[config.mk]
export PLATFORM = sky130hd
export DESIGN_NAME = query_string_decoder
export DESIGN_NICKNAME = d
export VERILOG_FILES = /design/src/rtl/qsd_pkg.sv /design/src/rtl/qsd_decode.sv /design/src/rtl/qsd_res_queue.sv /design/src/rtl/query_string_decoder.sv
export SDC_FILE = /design/constraint.sdc
export NUM_CORES = 1
export LEC_CHECK = 0
export BUFFER_PORTS_ARGS = -buffer_cell sky130_fd_sc_hd__buf_2
export CAP_MARGIN = 15
export CORE_AREA = 3 3 70 121
export CTS_CLUSTER_DIAMETER = 120
export DETAILED_ROUTE_END_ITERATION = 16
export DIE_AREA = 0 0 73 124
export GPL_ROUTABILITY_DRIVEN = 1
export GPL_TIMING_DRIVEN = 0
export PLACE_DENSITY_LB_ADDON = 0.05
export SLEW_MARGIN = 20
export SYNTH_ARGS = -nofsm -noshare
export SYNTH_HDL_FRONTEND = slang
export SYNTH_SLANG_ARGS = --single-unit
[constraint.sdc]
create_clock -name aclk -period 5.1 [get_ports aclk]
set_clock_uncertainty 0.2 [all_clocks]
set_input_delay 1.02 -clock aclk [delete_from_list [all_inputs] [get_ports aclk]]
set_output_delay 1.02 -clock aclk [all_outputs]
set_load 0.03 [all_outputs]
[src/rtl/qsd_pkg.sv]
package qsd_pkg;

    // Result kinds
    localparam logic [1:0] KIND_KEY      = 2'd0;
    localparam logic [1:0] KIND_VALUE    = 2'd1;
    localparam logic [1:0] KIND_END_KEY  = 2'd2;
    localparam logic [1:0] KIND_END_PAIR = 2'd3;

    // Input actions
    localparam logic ACT_BYTE = 1'b0;
    localparam logic ACT_END  = 1'b1;

    // Special characters
    localparam logic [7:0] CH_PERCENT = 8'h25;
    localparam logic [7:0] CH_PLUS    = 8'h2B;
    localparam logic [7:0] CH_AMP     = 8'h26;
    localparam logic [7:0] CH_EQUAL   = 8'h3D;
    localparam logic [7:0] CH_SPACE   = 8'h20;
    localparam logic [7:0] HEX_ALPHA  = 8'd10;

    // Result queue geometry
    localparam int QUEUE_DEPTH = 4;
    localparam int QPTR_W      = $clog2(QUEUE_DEPTH);
    localparam int QCNT_W      = $clog2(QUEUE_DEPTH + 1);

    typedef enum logic [2:0] {
        MODE_IDLE   = 3'd0,
        MODE_KEY    = 3'd1,
        MODE_VALUE  = 3'd2,
        MODE_KEYESC = 3'd3,
        MODE_VALESC = 3'd4
    } mode_t;

    typedef struct packed {
        logic [1:0] kind;
        logic [7:0] data;
        logic       last;
    } qsd_res_t;

    // Up to two results produced by one request
    typedef struct packed {
        logic [1:0] count;
        qsd_res_t   r1;
        qsd_res_t   r0;
    } qsd_pair_t;

    typedef struct packed {
        mode_t      mode;
        logic       seen;
    } qsd_stat_t;

endpackage

[src/rtl/qsd_decode.sv]
module qsd_decode
    import qsd_pkg::*;
(
    input  logic       aclk,
    input  logic       aresetn,
    input  logic       advance,
    input  logic       action,
    input  logic [7:0] char_byte,
    output qsd_pair_t  pair,
    output qsd_stat_t  stat
);

    typedef struct packed {
        logic       emit;
        logic [1:0] kind;
        logic [7:0] data;
        mode_t      mode;
    } step_t;

    mode_t      mode_reg, mode_next;
    logic       seen_reg, seen_next;
    logic [3:0] nib_reg, nib_next;

    // Returns {is_hex, value}
    function automatic logic [4:0] hex_value(input logic [7:0] ch);
        logic [4:0] r;
        r = 5'd0;
        if (ch >= "0" && ch <= "9") begin
            r = {1'b1, 4'(ch - "0")};
        end else if (ch >= "a" && ch <= "f") begin
            r = {1'b1, 4'(ch - "a" + HEX_ALPHA)};
        end else if (ch >= "A" && ch <= "F") begin
            r = {1'b1, 4'(ch - "A" + HEX_ALPHA)};
        end
        return r;
    endfunction

    // Handle one byte outside an escape
    function automatic step_t plain_byte(input mode_t m, input logic [7:0] ch);
        step_t s;
        s.emit = 1'b0;
        s.kind = KIND_KEY;
        s.data = 8'd0;
        s.mode = m;
        case (m)
            MODE_KEY: begin
                if (ch == CH_EQUAL) begin
                    s.mode = MODE_VALUE;
                end else if (ch == CH_AMP) begin
                    s.emit = 1'b1;
                    s.kind = KIND_END_KEY;
                    s.mode = MODE_IDLE;
                end else if (ch == CH_PERCENT) begin
                    s.mode = MODE_KEYESC;
                end else begin
                    s.emit = 1'b1;
                    s.data = ch;
                end
            end
            MODE_VALUE: begin
                s.kind = KIND_VALUE;
                if (ch == CH_PERCENT) begin
                    s.mode = MODE_VALESC;
                end else if (ch == CH_AMP) begin
                    s.emit = 1'b1;
                    s.kind = KIND_END_PAIR;
                    s.mode = MODE_IDLE;
                end else if (ch == CH_PLUS) begin
                    s.emit = 1'b1;
                    s.data = CH_SPACE;
                end else begin
                    s.emit = 1'b1;
                    s.data = ch;
                end
            end
            default: begin
                if (ch == CH_EQUAL) begin
                    s.mode = MODE_VALUE;
                end else if (ch == CH_AMP) begin
                    s.mode = MODE_IDLE;
                end else if (ch == CH_PERCENT) begin
                    s.mode = MODE_KEYESC;
                end else begin
                    s.emit = 1'b1;
                    s.data = ch;
                    s.mode = MODE_KEY;
                end
            end
        endcase
        return s;
    endfunction

    logic       esc;
    logic       esc_key;
    logic [4:0] hexv;
    logic [1:0] esc_kind;
    logic [7:0] flush_byte;
    mode_t      flush_mode;
    step_t      st;

    assign esc        = (mode_reg == MODE_KEYESC) || (mode_reg == MODE_VALESC);
    assign esc_key    = (mode_reg == MODE_KEYESC);
    assign hexv       = hex_value(char_byte);
    assign esc_kind   = esc_key ? KIND_KEY : KIND_VALUE;
    assign flush_byte = seen_reg ? {4'd0, nib_reg} : CH_PERCENT;
    assign flush_mode = esc_key ? MODE_KEY : MODE_VALUE;
    assign st         = plain_byte(esc ? flush_mode : mode_reg, char_byte);

    // Work out the results and the next parse state
    always_comb begin
        pair       = '0;
        mode_next  = mode_reg;
        seen_next  = seen_reg;
        nib_next   = nib_reg;
        if (action == ACT_END) begin
            mode_next = MODE_IDLE;
            seen_next = 1'b0;
            nib_next  = 4'd0;
            if (esc) begin
                pair.count   = 2'd2;
                pair.r0.kind = esc_kind;
                pair.r0.data = flush_byte;
                pair.r1.kind = esc_key ? KIND_END_KEY : KIND_END_PAIR;
            end else if (mode_reg == MODE_KEY) begin
                pair.count   = 2'd1;
                pair.r0.kind = KIND_END_KEY;
            end else if (mode_reg == MODE_VALUE) begin
                pair.count   = 2'd1;
                pair.r0.kind = KIND_END_PAIR;
            end
        end else if (esc) begin
            if (hexv[4] && seen_reg) begin
                pair.count   = 2'd1;
                pair.r0.kind = esc_kind;
                pair.r0.data = {nib_reg, hexv[3:0]};
                mode_next    = flush_mode;
                seen_next    = 1'b0;
                nib_next     = 4'd0;
            end else if (hexv[4]) begin
                seen_next = 1'b1;
                nib_next  = hexv[3:0];
            end else begin
                pair.count   = st.emit ? 2'd2 : 2'd1;
                pair.r0.kind = esc_kind;
                pair.r0.data = flush_byte;
                pair.r1.kind = st.kind;
                pair.r1.data = st.data;
                mode_next    = st.mode;
                seen_next    = 1'b0;
                nib_next     = 4'd0;
            end
        end else begin
            pair.count   = st.emit ? 2'd1 : 2'd0;
            pair.r0.kind = st.kind;
            pair.r0.data = st.data;
            mode_next    = st.mode;
        end
        // Mark the final result of this request
        pair.r0.last = (pair.count == 2'd1);
        pair.r1.last = (pair.count == 2'd2);
    end

    // Hold the parse state
    always_ff @(posedge aclk) begin
        if (!aresetn) begin
            mode_reg <= MODE_IDLE;
            seen_reg <= 1'b0;
            nib_reg  <= 4'd0;
        end else if (advance) begin
            mode_reg <= mode_next;
            seen_reg <= seen_next;
            nib_reg  <= nib_next;
        end
    end

    assign stat.mode = mode_reg;
    assign stat.seen = seen_reg;

endmodule

[src/rtl/qsd_res_queue.sv]
module qsd_res_queue
    import qsd_pkg::*;
(
    input  logic            aclk,
    input  logic            aresetn,
    input  logic            wr_en,
    input  qsd_pair_t       wr_pair,
    output logic            room,
    output logic            m_axis_tvalid,
    input  logic            m_axis_tready,
    output logic [15:0]     m_axis_tdata,   // [1:0] out_kind, [9:2] out_byte, [15:10] zero
    output logic            m_axis_tlast    // last_of_run
);

    qsd_res_t              mem [QUEUE_DEPTH];
    logic [QPTR_W-1:0]     wr_ptr_reg, rd_ptr_reg;
    logic [QCNT_W-1:0]     fill_reg, fill_next;
    logic [QCNT_W-1:0]     wr_num;
    logic                  rd_en;
    logic [QPTR_W-1:0]     wr_ptr_p1;

    assign wr_num    = wr_en ? QCNT_W'(wr_pair.count) : '0;
    assign rd_en     = m_axis_tvalid && m_axis_tready;
    assign fill_next = fill_reg + wr_num - QCNT_W'(rd_en);
    assign wr_ptr_p1 = wr_ptr_reg + QPTR_W'(1);
    // Two free entries cover the largest burst of one request
    assign room      = (fill_reg <= QCNT_W'(QUEUE_DEPTH - 2));

    // Store results
    always_ff @(posedge aclk) begin
        if (wr_en && wr_pair.count != 2'd0) begin
            mem[wr_ptr_reg] <= wr_pair.r0;
        end
        if (wr_en && wr_pair.count == 2'd2) begin
            mem[wr_ptr_p1] <= wr_pair.r1;
        end
    end

    // Advance pointers and fill count
    always_ff @(posedge aclk) begin
        if (!aresetn) begin
            wr_ptr_reg <= '0;
            rd_ptr_reg <= '0;
            fill_reg   <= '0;
        end else begin
            wr_ptr_reg <= wr_ptr_reg + QPTR_W'(wr_num);
            rd_ptr_reg <= rd_ptr_reg + QPTR_W'(rd_en);
            fill_reg   <= fill_next;
        end
    end

    assign m_axis_tvalid = (fill_reg != '0);
    assign m_axis_tdata  = {6'd0, mem[rd_ptr_reg].data, mem[rd_ptr_reg].kind};
    assign m_axis_tlast  = mem[rd_ptr_reg].last;

endmodule

[src/rtl/query_string_decoder.sv]
// Query string decoder.
// Input stream: one request per string byte (tuser = 0, tdata = byte) and a
// closing request with tuser = 1 that flushes any open escape and parameter.
// Output stream: tagged results; tdata carries the kind (key byte, value byte,
// end of key-only parameter, end of key-value parameter) and the decoded byte,
// tlast marks the final result caused by one input request.
// Path: a request is registered at the input, decoded combinationally from that
// register and written into a four-entry result queue, which offers its results
// on the output port once they are written.
// Throughput: one request per cycle while requests make at most one result and
// the receiver keeps tready high; the output port drains one result per cycle,
// so requests that make two results (escape flushes, end with an open escape)
// fill the queue faster than it drains. The queue accepts a decode only with two free entries.
// Reset: the parser returns to idle between parameters and the queue empties.
// Stall: when the receiver holds tready low the queue fills, decoding stops
// and s_axis_tready falls once the input register is occupied.
module query_string_decoder
    import qsd_pkg::*;
(
    input  logic        aclk,
    input  logic        aresetn,
    input  logic        s_axis_tvalid,
    output logic        s_axis_tready,
    input  logic [7:0]  s_axis_tdata,   // [7:0] char_byte
    input  logic        s_axis_tuser,   // [0] action
    output logic        m_axis_tvalid,
    input  logic        m_axis_tready,
    output logic [15:0] m_axis_tdata,   // [1:0] out_kind, [9:2] out_byte, [15:10] zero
    output logic        m_axis_tlast    // last_of_run
);

    logic       in_valid_reg;
    logic       in_action_reg;
    logic [7:0] in_char_reg;
    logic       room;
    logic       advance;
    qsd_pair_t  pair;
    qsd_stat_t  stat;

    assign advance       = in_valid_reg && room;
    assign s_axis_tready = !in_valid_reg || advance;

    // Input register
    always_ff @(posedge aclk) begin
        if (!aresetn) begin
            in_valid_reg <= 1'b0;
        end else if (s_axis_tready) begin
            in_valid_reg <= s_axis_tvalid;
        end
    end

    always_ff @(posedge aclk) begin
        if (s_axis_tvalid && s_axis_tready) begin
            in_action_reg <= s_axis_tuser;
            in_char_reg   <= s_axis_tdata;
        end
    end

    qsd_decode u_decode (
        .aclk      (aclk),
        .aresetn   (aresetn),
        .advance   (advance),
        .action    (in_action_reg),
        .char_byte (in_char_reg),
        .pair      (pair),
        .stat      (stat)
    );

    qsd_res_queue u_queue (
        .aclk          (aclk),
        .aresetn       (aresetn),
        .wr_en         (advance),
        .wr_pair       (pair),
        .room          (room),
        .m_axis_tvalid (m_axis_tvalid),
        .m_axis_tready (m_axis_tready),
        .m_axis_tdata  (m_axis_tdata),
        .m_axis_tlast  (m_axis_tlast)
    );

    // An end request leaves the parser idle with no pending digit
    assert property (@(posedge aclk) disable iff (!aresetn)
        advance && in_action_reg == ACT_END |=> stat.mode == MODE_IDLE && !stat.seen)
        else $error("parser not idle after end request");

    // A pending digit only exists inside an escape
    assert property (@(posedge aclk) disable iff (!aresetn)
        stat.seen |-> stat.mode == MODE_KEYESC || stat.mode == MODE_VALESC)
        else $error("hex digit pending outside escape");

    // Two results carry the run mark only on the second
    assert property (@(posedge aclk) disable iff (!aresetn)
        advance && pair.count == 2'd2 |-> pair.r1.last && !pair.r0.last)
        else $error("run mark misplaced");

    // No request makes more than two results
    assert property (@(posedge aclk) disable iff (!aresetn)
        advance |-> pair.count != 2'd3)
        else $error("too many results for one request");

endmodule
==> results of run 1 <==
-- layout by cell type (no fill, tap or decap), types with 6 or more instances in the layout --
master and n:
edfxtp_1 53, buf_2 34, nand2_1 30, a21oi_1 20, mux2i_1 20, and2_1 16, dfxtp_1 16, nor2_1 14
clkbuf_1 13, o21ai_0 12, mux4_2 11, inv_1 10, buf_4 10, clkbuf_16 10, nor3_1 9, ha_1 9
nand3_1 8, a21o_1 8, nor2b_1 7, xnor2_1 6, a31o_1 6, conb_1 6
-- cells by family (layout without fill, tap and decap cells) --
logic type                 count (synthesis)  after routing  share of synthesized area
AOI/OAI and AO/OA                         93             93                     0.1647
xor gates and xnor gates                   8              8                    0.01708
adders and majority gates                 10             10                    0.03233
buffers and inverters                     41             83                    0.05093
DFF                                       69             69                     0.4660
muxes                                     31             31                     0.1092
other                                      1              6                  0.0009140
and+or+nand+nor                          119            119                     0.1589
-- where the power goes --
group          internal, mW  total (mW)  leakage, nW  switching [mW]
combinational         0.168       0.427         1.07           0.259
clock                 0.385       0.597        0.145           0.212
sequential            0.644       0.671        0.628          0.0264
total                  1.20        1.69         1.84           0.497
-- critical path, stage by stage (launching register included) --
cell      delay, ps
edfxtp_1        550
inv_1           110
ha_1            230
buf_2           190
o21bai_1        280
a21oi_1         210
a21oi_2         400
a41o_1          240
buf_4           170
inv_4            70
ha_1            320
fa_1            430
xor2_1          160
xnor2_1         120
and2_1          150
-- stage by stage --
| step | worst slack, ps | std cells | hold WS [ps] | instance area (um^2) | util |
|---|---|---|---|---|---|
| after global routing | 921.4 | 507 | 379.1 | 4698 | 0.6166 |
| after global placement | 465.1 | 490 | 325.2 | 4357 | 0.5718 |
| after floorplan | 1539 | 377 | 308.0 | 4121 | - |
| after detailed placement | 1209 | 491 | 338.6 | 4404 | 0.5780 |
| after CTS | 1177 | 507 | 345.7 | 4698 | 0.6166 |
| final | 1147 | 507 | 343.8 | 4698 | 0.6166 |
-- metal layers --
metal | vias up | wire, um | global-route usage
li1 | 1489 | - | -
met3 | 27 | 452 | 0.04362
met1 | 1468 | 3757 | 0.2637
met2 | 97 | 5240 | 0.4070
met4 | 0 | 459 | 0.1455
met5 | - | 0 | 0
-- area by class of cell --
type	instances	share of cell area
tap	88	0.02344
clock buffer	15	0.06152
buffer	30	0.03515
inverter	11	0.009321
sequential	69	0.4069
multi-input combinational	267	0.4344
clock inverter	1	0.001065
timing repair buffer	26	0.02823
-- final timing paths --
path | slack, ps | start | to | cells past startpoint
setup / recovery | 1150 | in_char_reg[1] | u_queue.fill_reg[2] | 14
hold / removal | 340 | in_valid_reg | in_valid_reg | 2
setup reg to reg | 1150 | in_char_reg[1] | u_queue.fill_reg[2] | 14
hold reg to reg | 340 | in_valid_reg | in_valid_reg | 2
==> impl_metrics.py, run 1 <==
metrics = {
    "detailed_routing": {
        "first_pass_iters": 5,
        "viasPerCell": 6.077,
        "drtIter0Drc": 188,
        "route.detailed.drc": 0,
        "vias": 3081,
        "wl_um": 9909,
        "wl_per_cell_um": 19.54,
        "drtAntennaViolNets": 0,
    },
    "yosys": {
        "synth.distinct_cells": 72,
        "syn_inst": 372,
        "synth_warnings": 0,
        "netlist_top_cells_count": "edfxtp_1 (53), nand2_1 (30), a21oi_1 (20), mux2i_1 (20)",
        "ys_ff_latch": 69,
        "yosys.area.top_type": "edfxtp_1",
        "seq_area_frac_synth": 0.4660,
        "synth_top_flop_cell": "edfxtp_1",
        "syn_area_per_cell_um2": 11.03,
        "netlist_area_mm2": 0.004103,
        "synth_most_common_cell": "edfxtp_1",
        "synth_edf_count": 53,
        "synth_top_area_share": 0.3879,
        "synthArstFlopShare": 0,
        "synth.area.top_cells": "edfxtp_1 (39%), dfxtp_1 (7.8%), mux4_2 (6.0%), mux2i_1 (4.9%), ha_1 (2.7%)",
    },
    "run_status": {
        "run_status": "completed",
    },
    "finish": {
        "multi_input_area_mm2": 0.002041,
        "final_nets": 437,
        "drive_gt1_frac": 0.2053,
        "syn_to_final_growth_pct": 14.52,
        "num_antenna_cells": 0,
        "largest_reg_flops": 44,
        "fillers": 632,
        "regArea_mm2": 0.001912,
    },
    "pwr": {
        "p_leak_nw": 1.839,
        "p_total_mw": 1.694,
        "powerDensity_mw_per_mm2": 360.6,
        "peakVddDrop_mv": 0.2166,
    },
    "clock_network": {
        "numCtsBuffers": 9,
        "clock_path_buffers": 2,
        "htree_levels": 3,
        "clock-sinks": 69,
        "cts_setup_buffers": 0,
        "path_clk_slew_ps": 50,
        "cts_resized": 0,
        "clkLatencyLatePin_ps": 330,
        "cts_tree": "built",
        "cts_hold_buf": 0,
        "clock_tree.root_cell": "clkbuf_16",
    },
    "floorplanning": {
        "core_area_mm2": 0.007620,
        "core.rowCount": 42,
        "floorplan.initialDensity": 0.5384,
        "chipHeight_um": 124,
        "io_pins": 32,
        "die-area_mm2": 0.009052,
        "die_w_um": 73,
    },
    "sta": {
        "max_slew_margin": 0.3984,
        "hold_violations": 0,
        "rsz0062_at_grt": "no",
        "tns_ps": 0,
        "period_needed_ps": 3953,
        "fmax_mhz": 252.9,
        "worstMarginPinSlew_ps": 890.7,
        "setup_viol": 0,
        "post-route-period-util": 0.7752,
        "final-max-slew-violation-count": 0,
    },
    "global_routing": {
        "antenna_found_initial": 0,
        "grt-ovfl-total": 0,
        "grt_pass1_wl_um": 16050,
        "grt_usage": 0.2366,
        "grt_max_degree": 12,
        "grt_pass1_vias": 3144,
    },
    "worst_setup_path": {
        "cp_max_fo": 10,
        "critPathCaptureType": "register",
        "path_class": "reg2reg",
        "cp-start-kind": "register",
        "crit_required_ps": 5120,
        "crit_arrival_ps": 3970,
    },
    "hold_path": {
        "hp-class": "reg2reg",
    },
    "run": {
        "cap_viol_max_count": 0,
    },
    "placed_design": {
        "post-dp-hpwl_um": 7352,
        "io_buffers": 25,
        "routabilityCongestion": 0.9523,
    },
}
Power figures use the tool's default switching activity.
==> inputs of run 2 (changes only) <==
clock period = 4 ns   (was 5.1 ns; I/O delays follow)
==> run 2 against run 1 <==
Hold slack is essentially flat. Routed wire length shrank 0.61%. Register-to-register slack lost 970 ps.
==> impl_metrics.py, run 2 (synthesized netlist as in run 1, its figures left out) <==
metrics = {
    "worst_setup_path": {
        "regToRegStartpoint": "in_char_reg[1]",
        "r2r_slack_ps": 180,
        "crit_buf_inv": 4,
        "path_cells": "inv_1 > ha_1 > buf_2 > o21bai_1 > a21oi_2 > a21oi_4 > a41o_1 > buf_4 > inv_4 > ha_1 > fa_1 > xor2_1 > xnor2_1 > and2_1",
        "r2r-end": "u_queue.fill_reg[2]",
        "critPathMostFrequentCell": "ha_1",
        "cp.depth": 14,
        "max_stage_delay_ps": 560,
        "crit_slowest_cell": "edfxtp_1",
        "crit_arrival_ps": 3840,
        "cp-start-kind": "register",
        "cp_max_fo": 10,
        "critPathCaptureType": "register",
        "path_class": "reg2reg",
        "cp_top_family": "compound AO/OA/AOI/OAI gates",
        "r2r_cells": 14,
        "crit_required_ps": 4020,
    },
    "run_status": {
        "run_status": "completed",
    },
    "sta": {
        "setup_viol": 0,
        "fmax_mhz": 261.5,
        "post-route-period-util": 0.9560,
        "max_slew_margin": 0.4086,
        "hold_violations": 0,
        "final-max-slew-violation-count": 0,
        "period_needed_ps": 3824,
        "fin_ws_ps": 176.2,
        "worstMarginPinSlew_ps": 875.6,
    },
    "placed_design": {
        "placed_area_mm2": 0.004404,
        "post-dp-hpwl_um": 7352,
        "dp.cells": 491,
        "routabilityCongestion": 0.9523,
        "pre_cts_ws_ps": 108.5,
        "io_buffers": 25,
    },
    "global_routing": {
        "grt_pass1_wl_um": 16050,
        "grt_usage": 0.2366,
        "grt_max_degree": 12,
        "antenna_found_initial": 0,
        "grt_pass1_vias": 3144,
        "grt-ovfl-total": 0,
    },
    "finish": {
        "fin_cells": 507,
        "final_nets": 437,
        "drive_gt1_frac": 0.2124,
        "final_common_cell": "edfxtp_1",
        "syn_to_final_growth_pct": 15.00,
        "final_area_mm2": 0.004718,
        "final_cell_mix": "edfxtp_1 (53), buf_2 (33), nand2_1 (30)",
        "num_antenna_cells": 0,
        "largest_reg_flops": 44,
        "final_util": 0.6192,
    },
    "hold_path": {
        "hold_end": "in_valid_reg",
        "hp-class": "reg2reg",
        "hold_depth": 2,
        "min_from": "in_valid_reg",
    },
    "clock_network": {
        "cts_tree": "built",
        "cts_setup_buffers": 0,
        "htree_levels": 3,
        "numCtsBuffers": 9,
        "path_clk_slew_ps": 50,
        "clock_path_buffers": 2,
        "clock_tree.root_cell": "clkbuf_16",
        "clock-sinks": 69,
        "clkLatencyLatePin_ps": 330,
    },
    "detailed_routing": {
        "viasPerCell": 6.037,
        "wl_per_cell_um": 19.43,
        "route.detailed.drc": 0,
        "vias": 3061,
        "first_pass_iters": 5,
        "wl_um": 9849,
        "drtAntennaViolNets": 0,
        "drtIter0Drc": 195,
    },
    "floorplanning": {
        "die_w_um": 73,
        "floorplan.initialDensity": 0.5384,
        "core.rowCount": 42,
        "io_pins": 32,
        "core_area_mm2": 0.007620,
        "chipHeight_um": 124,
        "die-area_mm2": 0.009052,
    },
    "run": {
        "cap_viol_max_count": 0,
    },
    "pwr": {
        "p_total_mw": 2.160,
        "peakVddDrop_mv": 0.2764,
        "p_leak_nw": 1.841,
        "powerDensity_mw_per_mm2": 457.9,
    },
}
## run 2: cell count changes in the layout (fill, tap and decap cells not counted), sizes merged
cell    before  now
buf         46   45
clkbuf      25   26
## run 2: where the power goes
group | internal (mW) | leakage (nW) | switching, mW
registers | 0.822 | 0.628 | 0.0332
clock network | 0.490 | 0.145 | 0.270
logic | 0.216 | 1.07 | 0.330
## run 2: timing repair
item	in CTS	in global routing
resized for setup	0	5
endpoints found under the setup margin	0	2
hold buffers	0	0
## run 2: routing by layer
metal  vias to the layer above  wire (um)  GRT usage
met3                        31        448    0.04362
met1                      1440       3717     0.2637
met2                       104       5125     0.4070
met4                         0        556     0.1455
li1                       1486          -          -
met5                         -          0          0
## run 2: how the worst max path moves through the flow
stage | end | start
global route | u_queue.fill_reg[2] | in_char_reg[1]
finish | u_queue.fill_reg[2] | in_char_reg[1]
global placement | u_queue.mem[0][9] | in_char_reg[1]
floorplan | u_queue.mem[0][0] | in_char_reg[1]
detailed placement | u_queue.fill_reg[2] | in_char_reg[1]
CTS | u_queue.fill_reg[2] | in_char_reg[1]
## run 2: tightest hold or removal path, stage by stage (launching register included)
cell	delay (ps)
dfxtp_1	330
a21oi_1	120
nor2b_1	50
## run 2: area by class of cell
cell class,instances,area (um^2)
fillers,631,2902
multi-input cells,267,2058
flip-flops and latches,69,1912
clock buffers,15,289.0
plain buffers,30,167.7
repair buffers,26,132.6
well taps,88,110.1
inverters,11,43.79
clock inverters,1,5.005
## run 2: per-stage QoR
step / hold WS, ps / TNS [ps]
after floorplan: 308.0 / 0
after global placement: 325.2 / -15610
after detailed placement: 338.6 / 0
after CTS: 345.7 / 0
after global routing: 379.1 / -7.071
final: 343.8 / 0
